--- src/rmsn_pkg.sv ---
// Shared types and constants for the RMS normalization scale unit.
// No dependencies; the cfg interface, the step unit, the top level and the checker import this package.
package rmsn_pkg;

    // Register indexes on the configuration channel
    localparam logic [1:0] REG_HIDDEN_DIM  = 2'd0;
    localparam logic [1:0] REG_RMS_EPSILON = 2'd1;

    localparam int unsigned CFG_IDX_W  = 2;
    localparam int unsigned CFG_DATA_W = 32;

    // Opcodes on the input channel
    localparam logic OP_ACCUM = 1'b0;
    localparam logic OP_APPLY = 1'b1;

    // Datapath widths
    localparam int unsigned SUM_W   = 44;
    localparam int unsigned DIM_W   = 14;
    localparam int unsigned EPS_W   = 32;
    localparam int unsigned MEAN_W  = 45;
    localparam int unsigned NUM_W   = 58;
    localparam int unsigned REM_W   = 46;
    localparam int unsigned SCALE_W = 32;

    // Step counts of the shared divide / square-root unit
    localparam logic [5:0] DIV_STEPS  = 6'd58;
    localparam logic [5:0] SQRT_STEPS = 6'd29;

    typedef enum logic [0:0] {
        MODE_DIV  = 1'b0,
        MODE_SQRT = 1'b1
    } rmsn_mode_t;

    // Command from the sequencer to the shared unit
    typedef struct packed {
        logic               start;
        rmsn_mode_t         mode;
        logic [NUM_W-1:0]   dividend;
        logic [MEAN_W-1:0]  divisor;
    } rmsn_cmd_t;

    // Status from the shared unit back to the sequencer
    typedef struct packed {
        logic busy;
        logic done;
    } rmsn_sts_t;

endpackage

--- src/rmsn_req_if.sv ---
// Input item channel: opcode, element and weight with valid/ready.
// Depends on nothing but the handshake convention.
interface rmsn_req_if;
    logic               valid;
    logic               ready;
    logic               opcode;
    logic signed [15:0] element;
    logic signed [15:0] weight;

    modport source (output valid, output opcode, output element, output weight, input ready);
    modport sink   (input valid, input opcode, input element, input weight, output ready);
endinterface

--- src/rmsn_rsp_if.sv ---
// Result channel: normalized value and saturation flag with valid/ready.
// Depends on nothing but the handshake convention.
interface rmsn_rsp_if;
    logic               valid;
    logic               ready;
    logic signed [15:0] normalized;
    logic               saturated;

    modport source (output valid, output normalized, output saturated, input ready);
    modport sink   (input valid, input normalized, input saturated, output ready);
endinterface

--- src/rmsn_cfg_if.sv ---
// Configuration write channel: register index and data with valid/ready.
// Uses the widths from rmsn_pkg.
interface rmsn_cfg_if;
    import rmsn_pkg::*;
    logic                  valid;
    logic                  ready;
    logic [CFG_IDX_W-1:0]  index;
    logic [CFG_DATA_W-1:0] data;

    modport source (output valid, output index, output data, input ready);
    modport sink   (input valid, input index, input data, output ready);
endinterface

--- src/rmsn_step_unit.sv ---
// Shared shift/compare/subtract unit: restoring division or square root.
// Depends on rmsn_pkg for the command and status structs.
module rmsn_step_unit
(
    input  logic                      clk,
    input  logic                      rst_n,
    input  rmsn_pkg::rmsn_cmd_t       cmd,
    output rmsn_pkg::rmsn_sts_t       sts,
    output logic [rmsn_pkg::NUM_W-1:0] result
);
    import rmsn_pkg::*;

    logic               busy_reg, busy_next;
    logic               done_reg, done_next;
    rmsn_mode_t         mode_reg;
    logic [5:0]         cnt_reg;
    logic [NUM_W-1:0]   num_reg;
    logic [MEAN_W-1:0]  den_reg;
    logic [REM_W-1:0]   rem_reg;
    logic [NUM_W-1:0]   quo_reg;

    logic [REM_W-1:0]   shifted;
    logic [REM_W-1:0]   trial;
    logic               ge;
    logic [REM_W-1:0]   rem_next;
    logic [NUM_W-1:0]   quo_next;
    logic [NUM_W-1:0]   num_next;

    // One digit step: bring in the next dividend bits, try the subtract
    always_comb
    begin
        if (mode_reg == MODE_SQRT)
        begin
            shifted  = {rem_reg[REM_W-3:0], num_reg[NUM_W-1:NUM_W-2]};
            trial    = {quo_reg[REM_W-3:0], 2'b01};
            num_next = {num_reg[NUM_W-3:0], 2'b00};
        end
        else
        begin
            shifted  = {rem_reg[REM_W-2:0], num_reg[NUM_W-1]};
            trial    = {1'b0, den_reg};
            num_next = {num_reg[NUM_W-2:0], 1'b0};
        end
        ge       = (shifted >= trial);
        rem_next = ge ? (shifted - trial) : shifted;
        quo_next = {quo_reg[NUM_W-2:0], ge};
    end

    // Control: load on start, count steps, pulse done after the last one
    always_comb
    begin
        busy_next = busy_reg;
        done_next = 1'b0;
        if (cmd.start)
        begin
            busy_next = 1'b1;
        end
        else if (busy_reg && cnt_reg == 6'd1)
        begin
            busy_next = 1'b0;
            done_next = 1'b1;
        end
    end

    always_ff @(posedge clk or negedge rst_n)
    begin
        if (!rst_n)
        begin
            busy_reg <= 1'b0;
            done_reg <= 1'b0;
        end
        else
        begin
            busy_reg <= busy_next;
            done_reg <= done_next;
        end
    end

    // Datapath registers
    always_ff @(posedge clk)
    begin
        if (cmd.start)
        begin
            mode_reg <= cmd.mode;
            cnt_reg  <= (cmd.mode == MODE_SQRT) ? SQRT_STEPS : DIV_STEPS;
            num_reg  <= cmd.dividend;
            den_reg  <= cmd.divisor;
            rem_reg  <= '0;
            quo_reg  <= '0;
        end
        else if (busy_reg)
        begin
            cnt_reg <= cnt_reg - 6'd1;
            num_reg <= num_next;
            rem_reg <= rem_next;
            quo_reg <= quo_next;
        end
    end

    assign sts.busy = busy_reg;
    assign sts.done = done_reg;
    assign result   = quo_reg;

endmodule

--- src/rms_norm_scale_unit.sv ---
// RMS normalization scale unit: sequencer, accumulator and apply datapath.
// Depends on rmsn_pkg, the three channel interfaces and rmsn_step_unit.
//
// Use: stream a vector's elements with opcode 0 on req to accumulate the sum
// of squares, then stream them again with opcode 1 and a weight each; every
// apply beat returns one beat on rsp (normalized Q4.12 and a clip flag).
// Accumulate beats return nothing. Registers are written on cfg (hidden_dim
// at index 0, rms_epsilon at index 1); the user must write them only while
// the block is idle, which the block does not enforce. cfg is always ready.
// Timing: accumulate beats are taken back to back. An apply beat with the
// scale already known passes two multiplier stages and rounding, then its
// result goes to rsp. The first apply after an accumulate run first computes
// the inverse scale on the shared divide/square-root unit: a 58-step division
// by hidden_dim, a 58-step division of 2^56 by the mean, and a 29-step square
// root. req is not ready while an apply beat is in work.
// Reset: the sum, the scale and its flag clear, registers take their reset
// values, rsp goes empty.
// Stall: a result waits in the rsp register; the next beat is still taken,
// and an apply that finishes while rsp is full holds until it drains.
module rms_norm_scale_unit
#(
    parameter int unsigned MAX_DIM = 8192
)
(
    input  logic   clk,
    input  logic   rst_n,
    rmsn_req_if.sink   req,
    rmsn_rsp_if.source rsp,
    rmsn_cfg_if.sink   cfg
);
    import rmsn_pkg::*;

    typedef enum logic [6:0] {
        ST_IDLE      = 7'b0000001,
        ST_DIV_DIM   = 7'b0000010,
        ST_DIV_MEAN  = 7'b0000100,
        ST_SQRT      = 7'b0001000,
        ST_MUL_EW    = 7'b0010000,
        ST_MUL_SCALE = 7'b0100000,
        ST_ROUND     = 7'b1000000
    } state_t;

    state_t               state_reg, state_next;
    logic [DIM_W-1:0]     hidden_dim_reg;
    logic [EPS_W-1:0]     rms_epsilon_reg;
    logic [SUM_W-1:0]     square_sum_reg, square_sum_next;
    logic [SCALE_W-1:0]   scale_reg, scale_next;
    logic                 scale_ready_reg, scale_ready_next;
    logic                 in_apply_reg, in_apply_next;
    logic [15:0]          emag_reg, wmag_reg;
    logic                 neg_reg;
    logic [31:0]          prod_ew_reg;
    logic [62:0]          prod_reg;
    logic                 rsp_valid_reg;
    logic [15:0]          rsp_value_reg;
    logic                 rsp_sat_reg;

    logic                 req_fire;
    logic [15:0]          emag_in, wmag_in;
    logic [31:0]          square;
    logic [SUM_W:0]       sum_add;
    logic [SUM_W-1:0]     sum_base;
    logic [31:0]          dim_ext;
    logic [DIM_W-1:0]     dim_val;
    logic [MEAN_W-1:0]    mean;
    logic [63:0]          rounded;
    logic [35:0]          mag;
    logic [15:0]          res_value;
    logic                 res_sat;
    logic                 rsp_load;
    rmsn_cmd_t            cmd;
    rmsn_sts_t            sts;
    logic [NUM_W-1:0]     unit_result;

    rmsn_step_unit u_step
    (
        .clk    (clk),
        .rst_n  (rst_n),
        .cmd    (cmd),
        .sts    (sts),
        .result (unit_result)
    );

    assign req.ready = (state_reg == ST_IDLE);
    assign req_fire  = req.valid && req.ready;
    assign cfg.ready = 1'b1;

    // Magnitudes of the signed inputs
    assign emag_in = req.element[15] ? (~req.element + 16'd1) : req.element;
    assign wmag_in = req.weight[15]  ? (~req.weight + 16'd1)  : req.weight;

    // Saturating accumulate of the square
    assign square   = emag_in * emag_in;
    assign sum_base = in_apply_reg ? '0 : square_sum_reg;
    assign sum_add  = {1'b0, sum_base} + {{(SUM_W-31){1'b0}}, square};

    // Clamp the divisor to 1..MAX_DIM
    assign dim_ext = {{(32-DIM_W){1'b0}}, hidden_dim_reg};
    always_comb
    begin
        if (hidden_dim_reg == '0)
            dim_val = DIM_W'(1);
        else if (dim_ext > MAX_DIM)
            dim_val = DIM_W'(MAX_DIM);
        else
            dim_val = hidden_dim_reg;
    end

    assign mean = {1'b0, unit_result[SUM_W-1:0]}
                + {{(MEAN_W-EPS_W){1'b0}}, rms_epsilon_reg};

    // Round half away from zero and saturate to Q4.12
    assign rounded = {1'b0, prod_reg} + (64'd1 << 27);
    assign mag     = rounded[63:28];
    always_comb
    begin
        res_sat = 1'b0;
        if (mag == '0)
        begin
            res_value = '0;
        end
        else if (!neg_reg)
        begin
            if (mag > 36'd32767)
            begin
                res_value = 16'h7FFF;
                res_sat   = 1'b1;
            end
            else
            begin
                res_value = mag[15:0];
            end
        end
        else
        begin
            if (mag > 36'd32768)
            begin
                res_value = 16'h8000;
                res_sat   = 1'b1;
            end
            else
            begin
                res_value = ~mag[15:0] + 16'd1;
            end
        end
    end

    assign rsp_load = (state_reg == ST_ROUND) && (!rsp_valid_reg || rsp.ready);

    // Sequencer
    always_comb
    begin
        state_next       = state_reg;
        square_sum_next  = square_sum_reg;
        scale_next       = scale_reg;
        scale_ready_next = scale_ready_reg;
        in_apply_next    = in_apply_reg;
        cmd.start        = 1'b0;
        cmd.mode         = MODE_DIV;
        cmd.dividend     = {{(NUM_W-SUM_W){1'b0}}, square_sum_reg};
        cmd.divisor      = {{(MEAN_W-DIM_W){1'b0}}, dim_val};
        unique case (state_reg)
            ST_IDLE:
            begin
                if (req_fire && req.opcode == OP_ACCUM)
                begin
                    square_sum_next = sum_add[SUM_W] ? '1 : sum_add[SUM_W-1:0];
                    if (in_apply_reg)
                    begin
                        scale_ready_next = 1'b0;
                        in_apply_next    = 1'b0;
                    end
                end
                else if (req_fire)
                begin
                    in_apply_next = 1'b1;
                    if (scale_ready_reg)
                    begin
                        state_next = ST_MUL_EW;
                    end
                    else
                    begin
                        cmd.start  = 1'b1;
                        state_next = ST_DIV_DIM;
                    end
                end
            end
            ST_DIV_DIM:
            begin
                if (sts.done)
                begin
                    if (mean == '0)
                    begin
                        scale_next       = '1;
                        scale_ready_next = 1'b1;
                        state_next       = ST_MUL_EW;
                    end
                    else
                    begin
                        cmd.start    = 1'b1;
                        cmd.dividend = NUM_W'(1) << 56;
                        cmd.divisor  = mean;
                        state_next   = ST_DIV_MEAN;
                    end
                end
            end
            ST_DIV_MEAN:
            begin
                if (sts.done)
                begin
                    cmd.start    = 1'b1;
                    cmd.mode     = MODE_SQRT;
                    cmd.dividend = unit_result;
                    state_next   = ST_SQRT;
                end
            end
            ST_SQRT:
            begin
                if (sts.done)
                begin
                    scale_next       = unit_result[SCALE_W-1:0];
                    scale_ready_next = 1'b1;
                    state_next       = ST_MUL_EW;
                end
            end
            ST_MUL_EW:
            begin
                state_next = ST_MUL_SCALE;
            end
            ST_MUL_SCALE:
            begin
                state_next = ST_ROUND;
            end
            ST_ROUND:
            begin
                if (rsp_load)
                    state_next = ST_IDLE;
            end
            default:
            begin
                state_next = ST_IDLE;
            end
        endcase
    end

    // Control and architectural state
    always_ff @(posedge clk or negedge rst_n)
    begin
        if (!rst_n)
        begin
            state_reg       <= ST_IDLE;
            hidden_dim_reg  <= DIM_W'(4096);
            rms_epsilon_reg <= EPS_W'(17);
            square_sum_reg  <= '0;
            scale_reg       <= '0;
            scale_ready_reg <= 1'b0;
            in_apply_reg    <= 1'b0;
            rsp_valid_reg   <= 1'b0;
        end
        else
        begin
            state_reg       <= state_next;
            square_sum_reg  <= square_sum_next;
            scale_reg       <= scale_next;
            scale_ready_reg <= scale_ready_next;
            in_apply_reg    <= in_apply_next;
            if (cfg.valid && cfg.ready)
            begin
                if (cfg.index == REG_HIDDEN_DIM)
                    hidden_dim_reg <= cfg.data[DIM_W-1:0];
                else if (cfg.index == REG_RMS_EPSILON)
                    rms_epsilon_reg <= cfg.data[EPS_W-1:0];
            end
            if (rsp_load)
                rsp_valid_reg <= 1'b1;
            else if (rsp.ready)
                rsp_valid_reg <= 1'b0;
        end
    end

    // Apply datapath: hold operands, two multiplier stages, result register
    always_ff @(posedge clk)
    begin
        if (req_fire && req.opcode == OP_APPLY)
        begin
            emag_reg <= emag_in;
            wmag_reg <= wmag_in;
            neg_reg  <= req.element[15] ^ req.weight[15];
        end
        if (state_reg == ST_MUL_EW)
            prod_ew_reg <= emag_reg * wmag_reg;
        if (state_reg == ST_MUL_SCALE)
            prod_reg <= prod_ew_reg[30:0] * scale_reg;
        if (rsp_load)
        begin
            rsp_value_reg <= res_value;
            rsp_sat_reg   <= res_sat;
        end
    end

    assign rsp.valid      = rsp_valid_reg;
    assign rsp.normalized = rsp_value_reg;
    assign rsp.saturated  = rsp_sat_reg;

endmodule

--- src/flat_wrapper.sv ---
// flat-port wrapper written by rule: the top's interface ports become plain ports
module rms_norm_scale_unit_flat import rmsn_pkg::*;
#(
    parameter int unsigned MAX_DIM = 8192
)
  (clk, rst_n, req_valid, req_opcode, req_element, req_weight, req_ready, rsp_valid, rsp_normalized, rsp_saturated, rsp_ready, cfg_valid, cfg_index, cfg_data, cfg_ready);
  rmsn_req_if req_i ();
  rmsn_rsp_if rsp_i ();
  rmsn_cfg_if cfg_i ();
  input  logic clk;
  input  logic rst_n;
  input wire logic [$bits(req_i.valid)-1:0] req_valid;
  input wire logic [$bits(req_i.opcode)-1:0] req_opcode;
  input wire logic [$bits(req_i.element)-1:0] req_element;
  input wire logic [$bits(req_i.weight)-1:0] req_weight;
  output wire logic [$bits(req_i.ready)-1:0] req_ready;
  output wire logic [$bits(rsp_i.valid)-1:0] rsp_valid;
  output wire logic [$bits(rsp_i.normalized)-1:0] rsp_normalized;
  output wire logic [$bits(rsp_i.saturated)-1:0] rsp_saturated;
  input wire logic [$bits(rsp_i.ready)-1:0] rsp_ready;
  input wire logic [$bits(cfg_i.valid)-1:0] cfg_valid;
  input wire logic [$bits(cfg_i.index)-1:0] cfg_index;
  input wire logic [$bits(cfg_i.data)-1:0] cfg_data;
  output wire logic [$bits(cfg_i.ready)-1:0] cfg_ready;
  assign req_i.valid = req_valid;
  assign req_i.opcode = req_opcode;
  assign req_i.element = req_element;
  assign req_i.weight = req_weight;
  assign req_ready = req_i.ready;
  assign rsp_valid = rsp_i.valid;
  assign rsp_normalized = rsp_i.normalized;
  assign rsp_saturated = rsp_i.saturated;
  assign rsp_i.ready = rsp_ready;
  assign cfg_i.valid = cfg_valid;
  assign cfg_i.index = cfg_index;
  assign cfg_i.data = cfg_data;
  assign cfg_ready = cfg_i.ready;
  rms_norm_scale_unit #(.MAX_DIM(MAX_DIM)) u_core (.clk(clk), .rst_n(rst_n), .req(req_i), .rsp(rsp_i), .cfg(cfg_i));
endmodule
--- config.mk ---
export PLATFORM = sky130hd
export DESIGN_NAME = rms_norm_scale_unit_flat
export DESIGN_NICKNAME = d
export VERILOG_FILES = /design/src/rmsn_pkg.sv /design/src/rmsn_req_if.sv /design/src/rmsn_rsp_if.sv /design/src/rmsn_cfg_if.sv /design/src/rmsn_step_unit.sv /design/src/rms_norm_scale_unit.sv /design/src/flat_wrapper.sv
export SDC_FILE = /design/constraint.sdc
export NUM_CORES = 2
export LEC_CHECK = 0
export BUFFER_PORTS_ARGS = -buffer_cell sky130_fd_sc_hd__buf_2
export CAP_MARGIN = 5
export CORE_UTILIZATION = 35
export DETAILED_ROUTE_END_ITERATION = 7
export GPL_ROUTABILITY_DRIVEN = 0
export PLACE_DENSITY = 0.46
export SLEW_MARGIN = 20
export SYNTH_ARGS = -nofsm -noshare
export SYNTH_HDL_FRONTEND = slang
export SYNTH_SLANG_ARGS = --single-unit
--- constraint.sdc ---
create_clock -name clk -period 13.98 [get_ports clk]
set_input_delay 0.699 -clock clk [delete_from_list [all_inputs] [get_ports clk]]
set_output_delay 0.699 -clock clk [all_outputs]
set_load 0.01 [all_outputs]
==> flow_summary.toml <==
[critical_path]
r2r-end = "u_core.prod_reg[61]$_DFFE_PP_"
cp_common_cell = "fa_1"
slowest_stage = "clkinv_1"
cp-start-kind = "input pin"
reg2reg_from = "u_core.scale_reg[14]$_DFFE_PN0P_"
crit_buf_inv = 7
crit_type = "in -> reg"
cp_max_fo = 29
reg2reg_slack_ns = 4.24
cp.required_ns = 14.64
end_kind = "flip-flop"
critical_path_arrival_ns = 10.51
max_stage_delay_ns = 0.62
crit_family = "adder cells"
rr_worst_depth = 29

[cells_and_area]
final_util_pct = 38.00
area_growth_pct = 7.492
fillCellCount = 20880
drive_above_1_share_pct = 5.935
stdcell_count = 10430
multi_input_comb_area_um2 = 53400
layout.nets = 9555
mostFrequentLayoutCells = "1467 x inv_1, 1255 x fa_1, 1058 x nand2_1"
layout_commonest_cell = "inv_1"
regArea_um2 = 12240

[cts]
h-tree-depth = 2
clock-sinks = 464
clockBufferDepth = 3
cts_tree = "yes"
cts-root-buf = "clkbuf_16"
cts_buffers = 60
cts.clk_slew.worst_paths_ns = 0.06
clkLatencyLatePin_ns = 0.74

[yosys]
async_reset_ff_share_pct = 28.88
synth_top_area_share_pct = 34.63
ys_types = 85
synth_area_per_cell_um2 = 9.326
synth_top_area_cell = "fa_1"
ys.flop_type = "edfxtp_1"
ys_seq_area_share_pct = 16.87
yosys_warnings = 0
synth_area_leaders = "fa_1 35%, edfxtp_1 9.4%, ha_1 9.4%"
synth_edf_count = 227
syn_area_um2 = 72550
yosys_register_bits = 464
syn_inst = 7779

[die]
num_io_pins = 92
start_util_pct = 35.35
coreArea_um2 = 205200
die_y_um = 457.3
die-area_um2 = 209100
die_w_um = 457.3
std_cell_rows = 166

[global_route]
grt_pass1_wl_mm = 334.8
top_usage_layer = "met2"
grt_max_degree = 86
use_met2_pct = 35.05
antenna_found_initial = 11
groute.usage.overall_pct = 20.70
grt_overflow = 0
grt_use_met1_pct = 28.38
grt_pass1_vias = 55420
use_met3_pct = 1.961

[timing]
tightest_slew_ns = 0.9965
worst_clock_skew_ns = 0.07537
slew_headroom_pct = 33.32
max_freq_ghz = 0.1015
fin_crit_sh_pct = 70.48
hold_violations = 0
setup_violations = 0
period_needed_ns = 9.853
fin_setup_tns_ns = 0
final_max_slew_viol_count = 0
rsz0062_at_grt = "false"

[detailed_routing]
via_per_inst = 5.016
ant_nets = 0
wire_per_inst_um = 20.49
first_pass_iters = 5
num_vias = 52300
wirelength_mm = 213.7
drtIter0Drc = 2766
drcViolationCount = 0

[hold_path]
hold_path.class = "in -> reg"
hold_depth = 2
worstHoldStart = "cfg_data[27]"
hold_end = "u_core.rms_epsilon_reg[27]$_DFFE_PN0P_"

[placement]
dp.cells = 10310
dp_hpwl_mm = 159.7
io_buffers = 90

[power_and_ir_drop]
powerDensity_nw_per_um2 = 219.4
ir_drop_uv = 461.6
power_mw = 17.11
p_leak_nw = 37.50

[flow_run]
cap_violations = 0

[run_status]
status = "finished, final reports clean"
==> kinds of logic after synthesis <==
group / count (synthesis) / synth area share [%]
compound gates: 819 / 7.471
mux: 283 / 4.074
fa+ha+maj: 1800 / 44.03
xor+xnor: 236 / 2.849
buf+inv: 1855 / 9.648
other cells: 2 / 0.01035
simple gates: 2320 / 15.05
flops: 464 / 16.87
==> where the power goes <==
part	total (mW)	leakage, nW	switching (mW)	internal [mW]
clock network	1.60	0.998	0.675	0.921
logic	13.1	31.9	7.51	5.58
registers	2.43	4.62	0.356	2.08
total	17.1	37.5	8.54	8.57
==> cell type report <==
cell class                      count  area share (%)
Sequential cell                   464           15.70
Timing Repair Buffer              211           1.754
Clock inverter                     27          0.3690
Antenna cell                        4         0.01284
Inverter                         1477           7.116
Clock buffer                       85           2.266
Multi-Input combinational cell   5470           68.47
Tap cell                         2688           4.313
==> worst max path at each step <==
stage,depth (start not counted),to,start
floorplan,27,u_core.square_sum_reg[39]$_DFFE_PN0P_,req_element[7]
global placement,29,u_core.square_sum_reg[37]$_DFFE_PN0P_,req_element[7]
detailed placement,29,u_core.square_sum_reg[37]$_DFFE_PN0P_,req_element[7]
CTS,29,u_core.square_sum_reg[37]$_DFFE_PN0P_,req_element[7]
global route,29,u_core.square_sum_reg[37]$_DFFE_PN0P_,req_element[7]
finish,29,u_core.square_sum_reg[37]$_DFFE_PN0P_,req_element[7]
==> per-layer routing <==
layer	wire length [µm]	share of wire, %
met1	97230	46
met2	103000	48
met3	8045	3.8
met4	5352	2.5
met5	0	0
==> what timing repair did <==
action,CTS,global route
gates resized for setup,0,0
buffers inserted,0,0
endpoints found under the hold margin,33,0
endpoints found under the setup margin,0,0
hold buffers,1,0
==> synthesized netlist by cell type (all sizes together), types with 80 or more instances <==
| master | instances |
|---|---|
| inv | 1468 |
| fa | 1255 |
| nand2 | 1059 |
| ha | 544 |
| and2 | 508 |
| nor2 | 349 |
| clkbuf | 346 |
| edfxtp | 227 |
| a21oi | 196 |
| mux2i | 185 |
| o21ai | 149 |
| xnor2 | 142 |
| dfrtp | 130 |
| a21o | 103 |
| dfxtp | 103 |
| mux2 | 98 |
| xor2 | 94 |
| nor3 | 80 |
==> metrics by stage <==
step           hold slack, ns  setup WS [ns]  cell area, µm²
2_1_floorplan          0.4034          4.268           72580
3_3_place_gp           0.4635          3.469           75910
3_5_place_dp           0.4675          3.325           75910
4_1_cts                0.1224          4.122           77970
5_1_grt                0.1524          3.557           77980
6_report               0.1984          4.127           77980
No activity file was read; power rests on OpenSTA's default activity.
